--- src/pcm_voice_mixer_with_stealing_defines.svh ---
// Assertion macros used by the voice mixer datapath.
`ifndef PCM_VOICE_MIXER_WITH_STEALING_DEFINES_SVH
`define PCM_VOICE_MIXER_WITH_STEALING_DEFINES_SVH

// Condition that must hold at every clock edge outside reset.
`define PVM_ASSERT_ALWAYS(lbl, cond, msg) \
  lbl: assert property (@(posedge clk) disable iff (!rst_n) (cond)) else $error(msg);

// Consequence that must hold in the clock cycle after the antecedent.
`define PVM_ASSERT_NEXT(lbl, ante, cons, msg) \
  lbl: assert property (@(posedge clk) disable iff (!rst_n) (ante) |=> (cons)) else $error(msg);

`endif

--- src/pvm_pkg.sv ---
// Types and constants shared by the voice mixer modules.
package pvm_pkg;

  localparam logic [1:0] REQ_WRITE = 2'd0;
  localparam logic [1:0] REQ_PLAY  = 2'd1;
  localparam logic [1:0] REQ_TICK  = 2'd2;

  localparam logic [6:0]  PERCENT_FULL  = 7'd100;
  localparam logic [8:0]  KILL_SPAN     = 9'd256;
  localparam logic [16:0] FADE_IN_SPAN  = 17'd128;
  localparam logic [16:0] FADE_OUT_SPAN = 17'd96;
  localparam logic [9:0]  RECIP_THREE   = 10'd683;
  localparam int          SAT_LIMIT     = 32760;

  typedef enum logic [4:0] {
    OP_NONE,
    OP_LATCH,
    OP_RED_STEP,
    OP_MEM_WR,
    OP_SEL_SCAN,
    OP_MARK,
    OP_PLAY_WR,
    OP_V_LOAD,
    OP_V_SKIP,
    OP_V_F1,
    OP_V_F2,
    OP_V_F3,
    OP_V_F4,
    OP_V_F5,
    OP_DIV_INIT,
    OP_DIV_STEP,
    OP_OUT
  } pvm_op_t;

  typedef struct packed {
    pvm_op_t op;
  } pvm_cmd_t;

  typedef struct packed {
    logic [1:0] req_type;
    logic       red_done;
    logic       master_zero;
    logic       vlast;
    logic       play_ok;
    logic       voice_run;
    logic       grain_zero;
    logic       div_last;
    logic       out_free;
  } pvm_stat_t;

endpackage

--- src/pvm_ctrl.sv ---
// Sequencing state machine of the voice mixer.
module pvm_ctrl (
  input  logic                clk,
  input  logic                rst_n,
  input  logic                in_valid,
  output logic                in_ready,
  input  pvm_pkg::pvm_stat_t  stat,
  output pvm_pkg::pvm_cmd_t   cmd
);

  typedef enum logic [4:0] {
    S_IDLE, S_DISP, S_RED, S_WR, S_SCAN, S_CHK, S_MARK, S_PWR,
    S_VLOAD, S_F1, S_F2, S_F3, S_F4, S_F5, S_END, S_DINIT, S_DSTEP, S_OUT
  } state_t;

  state_t state_r, state_nxt;

  always_comb begin
    state_nxt = state_r;
    cmd.op    = pvm_pkg::OP_NONE;
    case (state_r)
      S_IDLE: begin
        if (in_valid) begin
          cmd.op    = pvm_pkg::OP_LATCH;
          state_nxt = S_DISP;
        end
      end
      S_DISP: begin
        case (stat.req_type)
          pvm_pkg::REQ_WRITE: state_nxt = S_RED;
          pvm_pkg::REQ_PLAY:  state_nxt = stat.master_zero ? S_IDLE : S_RED;
          pvm_pkg::REQ_TICK:  state_nxt = S_VLOAD;
          default:            state_nxt = S_IDLE;
        endcase
      end
      S_RED: begin
        cmd.op = pvm_pkg::OP_RED_STEP;
        if (stat.red_done) begin
          state_nxt = (stat.req_type == pvm_pkg::REQ_WRITE) ? S_WR : S_SCAN;
        end
      end
      S_WR: begin
        cmd.op    = pvm_pkg::OP_MEM_WR;
        state_nxt = S_IDLE;
      end
      S_SCAN: begin
        cmd.op = pvm_pkg::OP_SEL_SCAN;
        if (stat.vlast) begin
          state_nxt = S_CHK;
        end
      end
      S_CHK: begin
        state_nxt = stat.play_ok ? S_MARK : S_IDLE;
      end
      S_MARK: begin
        cmd.op = pvm_pkg::OP_MARK;
        if (stat.vlast) begin
          state_nxt = S_PWR;
        end
      end
      S_PWR: begin
        cmd.op    = pvm_pkg::OP_PLAY_WR;
        state_nxt = S_IDLE;
      end
      S_VLOAD: begin
        if (stat.voice_run) begin
          cmd.op    = pvm_pkg::OP_V_LOAD;
          state_nxt = S_F1;
        end else begin
          cmd.op = pvm_pkg::OP_V_SKIP;
          if (stat.vlast) begin
            state_nxt = S_END;
          end
        end
      end
      S_F1: begin
        cmd.op    = pvm_pkg::OP_V_F1;
        state_nxt = S_F2;
      end
      S_F2: begin
        cmd.op    = pvm_pkg::OP_V_F2;
        state_nxt = S_F3;
      end
      S_F3: begin
        cmd.op    = pvm_pkg::OP_V_F3;
        state_nxt = S_F4;
      end
      S_F4: begin
        cmd.op    = pvm_pkg::OP_V_F4;
        state_nxt = S_F5;
      end
      S_F5: begin
        cmd.op    = pvm_pkg::OP_V_F5;
        state_nxt = stat.vlast ? S_END : S_VLOAD;
      end
      S_END: begin
        state_nxt = stat.grain_zero ? S_DINIT : S_OUT;
      end
      S_DINIT: begin
        cmd.op    = pvm_pkg::OP_DIV_INIT;
        state_nxt = S_DSTEP;
      end
      S_DSTEP: begin
        cmd.op = pvm_pkg::OP_DIV_STEP;
        if (stat.div_last) begin
          state_nxt = S_OUT;
        end
      end
      S_OUT: begin
        if (stat.out_free) begin
          cmd.op    = pvm_pkg::OP_OUT;
          state_nxt = S_IDLE;
        end
      end
      default: state_nxt = S_IDLE;
    endcase
  end

  assign in_ready = (state_r == S_IDLE);

  always_ff @(posedge clk) begin
    if (!rst_n) begin
      state_r <= S_IDLE;
    end else begin
      state_r <= state_nxt;
    end
  end

endmodule

--- config.mk ---
export PLATFORM = sky130hd
export DESIGN_NAME = pvm_ctrl
export DESIGN_NICKNAME = d
export VERILOG_FILES = /design/src/pcm_voice_mixer_with_stealing_defines.svh /design/src/pvm_pkg.sv /design/src/pvm_ctrl.sv
export SDC_FILE = /design/constraint.sdc
export NUM_CORES = 1
export LEC_CHECK = 0
export ABC_AREA = 1
export BUFFER_PORTS_ARGS = -buffer_cell sky130_fd_sc_hd__buf_2
export CAP_MARGIN = 25
export CELL_PAD_IN_SITES_DETAIL_PLACEMENT = 2
export CELL_PAD_IN_SITES_GLOBAL_PLACEMENT = 2
export CORE_MARGIN = 2
export CORE_UTILIZATION = 24
export DETAILED_ROUTE_END_ITERATION = 16
export GPL_TIMING_DRIVEN = 0
export PLACE_DENSITY = 0.87
export SYNTH_ARGS = -nofsm -noshare
export SYNTH_HDL_FRONTEND = slang
export SYNTH_SLANG_ARGS = --single-unit
--- constraint.sdc ---
create_clock -name clk -period 1.95 [get_ports clk]
set_clock_uncertainty 0.2 [all_clocks]
set_input_delay 0.2925 -clock clk [delete_from_list [all_inputs] [get_ports clk]]
set_output_delay 0.2925 -clock clk [all_outputs]
set_load 0.02 [all_outputs]
==> impl_metrics.py <==
metrics = {
    "detailed_routing": {
        "via_per_inst": 5.35,
        "met1_length_mm": 1.83,
        "wl_met2_mm": 2.26,
        "routed.top_layer": "met4",
        "drtAntennaViolNets": 0,
        "drc": 0,
        "wl_met3_um": 90,
        "vias": 1038,
        "wl_per_cell_um": 22.0,
        "drt-initial-drc-count": 15,
        "routed_wl_mm": 4.27,
        "dr.pass1.iters": 4,
    },
    "hold_path": {
        "hold_end": "state_r[2]",
        "holdPathStages": 3,
        "hold_class": "in -> reg",
        "min_from": "rst_n",
    },
    "logic_synthesis": {
        "synth_area_um2": 654,
        "seq_area_frac_synth": 0.153,
        "synth_top_area_frac": 0.195,
        "synth_cell_types": 23,
        "synth_cells": 122,
        "yosysTopAreaCell": "nand2_1",
        "syn_area_per_cell_um2": 5.36,
        "synth_warnings": 0,
        "synth.area.top_cells": "nand2_1 (20%), dfxtp_1 (15%), nor2_1 (11%)",
        "yosys_register_bits": 5,
        "synthesis.nets": 135,
    },
    "critical_path": {
        "regToRegEndpoint": "state_r[0]",
        "critical_path_class": "reg -> out",
        "r2r-start": "state_r[1]",
        "required_ps": 1460,
        "worstPathArrival_ps": 1600,
        "worst_setup_path_end_kind": "output pin",
        "rrSetupSlack_ps": 90,
        "worstSetupStartpointType": "register",
        "crit_fanout": 5,
        "r2r_cells": 10,
    },
    "sta": {
        "hold_ws_ps": 147,
        "relSlewSlack": 0.823,
        "max_freq_mhz": 478,
        "fin_ws_ps": -144,
        "period_needed_ps": 2090,
        "post-route-period-util": 1.07,
        "hold_violations": 0,
        "fin_tns_setup_ps": -452,
        "drv_slew": 0,
        "setup_viol": 4,
        "rsz0062_at_grt": "yes",
        "tightest_slew_ps": 263,
    },
    "global_routing": {
        "grt_usage": 0.274,
        "grt_pass1_wl_mm": 6.54,
        "grt_pass1_vias": 1164,
        "antenna_found_initial": 0,
        "grt_max_degree": 10,
        "grt-ovfl-total": 0,
    },
    "final_layout": {
        "seqCellArea_um2": 116,
        "final_cell_mix": "nand2_1 (24), buf_4 (22), buf_2 (14), inv_1 (13)",
        "synthToLayoutAreaGrowth_pct": 73.0,
        "fillers": 308,
        "n_antenna_cell": 0,
        "drive_gt1_frac": 0.518,
        "largest_reg_flops": 5,
        "multi_input_comb_area_um2": 609,
        "largestRegisters": "state_r (5)",
        "stdcell_count": 194,
        "nets": 178,
        "final_common_cell": "nand2_1",
        "top_register": "state_r",
    },
    "power_and_ir_drop": {
        "p_total_uw": 1210,
        "vdd_ir_drop_max_mv": 0.842,
        "p_per_area_nw_per_um2": 1070,
        "total_leakage_power_uw": 0.000572,
    },
    "cts": {
        "cts_buffers": 3,
        "cts_tree": "yes",
        "cts.path.max_buffers": 2,
        "cts_root_buffer": "clkbuf_4",
        "insertion_delay_ps": 260,
        "clk_pin_slew_ps": 60,
        "h-tree-depth": 1,
        "cts_sinks": 5,
    },
    "floorplan": {
        "dieArea_um2": 3160,
        "die-width_um": 56.2,
        "num_rows": 18,
        "boundaryPins": 19,
        "start_util": 0.259,
        "die_y_um": 56.2,
        "fp.coreArea_um2": 2520,
    },
    "placement": {
        "placedCellCount": 170,
        "gp_congestion": 0.806,
        "dp_hpwl_mm": 2.21,
        "portBuffers": 18,
    },
    "status": {
        "status": "finished, violations left",
        "violations": "setup timing",
    },
    "run": {
        "cap_violations": 0,
    },
}
==> critical path, cell delays in order (launching register included) <==
cell      delay, ps
dfxtp_4         380
nor2_4          210
nand2_2         120
nor2_4          150
a21oi_4          50
buf_4           140
o211ai_1        100
buf_4           180
==> cells in the mapped netlist, drive strengths merged <==
master and n:
a22oi 1, nor3 1, inv 19, nand4 7, nor2b 1, nand2 37
o21ai 3, dfxtp 5, buf 1, nor3b 1, a31oi 1, and3 1
nor2 25, a21oi 6, nand3 10, nand3b 2, o211ai 1
==> cell families (layout without fill, tap and decap cells) <==
family	count (synthesis)	in the layout	share of synthesized area
flops	5	5	0.153
buf+inv	20	62	0.126
compound gates	12	12	0.107
simple gates	85	85	0.614
==> through the flow <==
stage           util  worst slack [ps]  area [µm²]
2_1_floorplan      -              83.1         654
5_1_grt        0.449              -181        1130
3_5_place_dp   0.310              -152         782
4_1_cts        0.416             -36.0        1050
3_3_place_gp   0.310              -109         782
6_report       0.449              -144        1130
==> how the worst max path moves through the flow <==
stage                    start     end  slack [ps]  depth (start not counted)
floorplan           state_r[2]  cmd[0]          80                          5
global placement    state_r[2]  cmd[3]        -110                          7
finish              state_r[0]  cmd[1]        -140                          7
CTS                 state_r[1]  cmd[1]         -40                          7
global route        state_r[0]  cmd[1]        -180                          7
detailed placement  state_r[4]  cmd[2]        -150                          9
==> per-layer routing <==
metal | global-route usage | vias to the layer above
li1 | - | 476
met1 | 0.343 | 527
met2 | 0.481 | 25
met3 | 0.0302 | 10
met4 | 0.0952 | 0
met5 | 0 | -
==> cell type report <==
cell class	instances	share of cell area
clock buffers	4	0.0232
flip-flops and latches	5	0.103
repair buffers	38	0.228
well taps	30	0.0331
multi-input cells	97	0.538
plain buffers	1	0.00994
inverters	19	0.0652
==> where the power goes <==
part | internal [µW] | switching, µW
combinational | 321 | 545
clock | 78.5 | 60.0
sequential | 136 | 73.2
==> what timing repair did <==
action | CTS | global route
hold buffers | 0 | 0
gates cloned | 0 | 0
resized for setup | 39 | 17
setup buffers | 18 | 3
endpoints found under the setup margin | 6 | 5
pin swaps | 9 | 5
(Power assumes the default switching activity.)
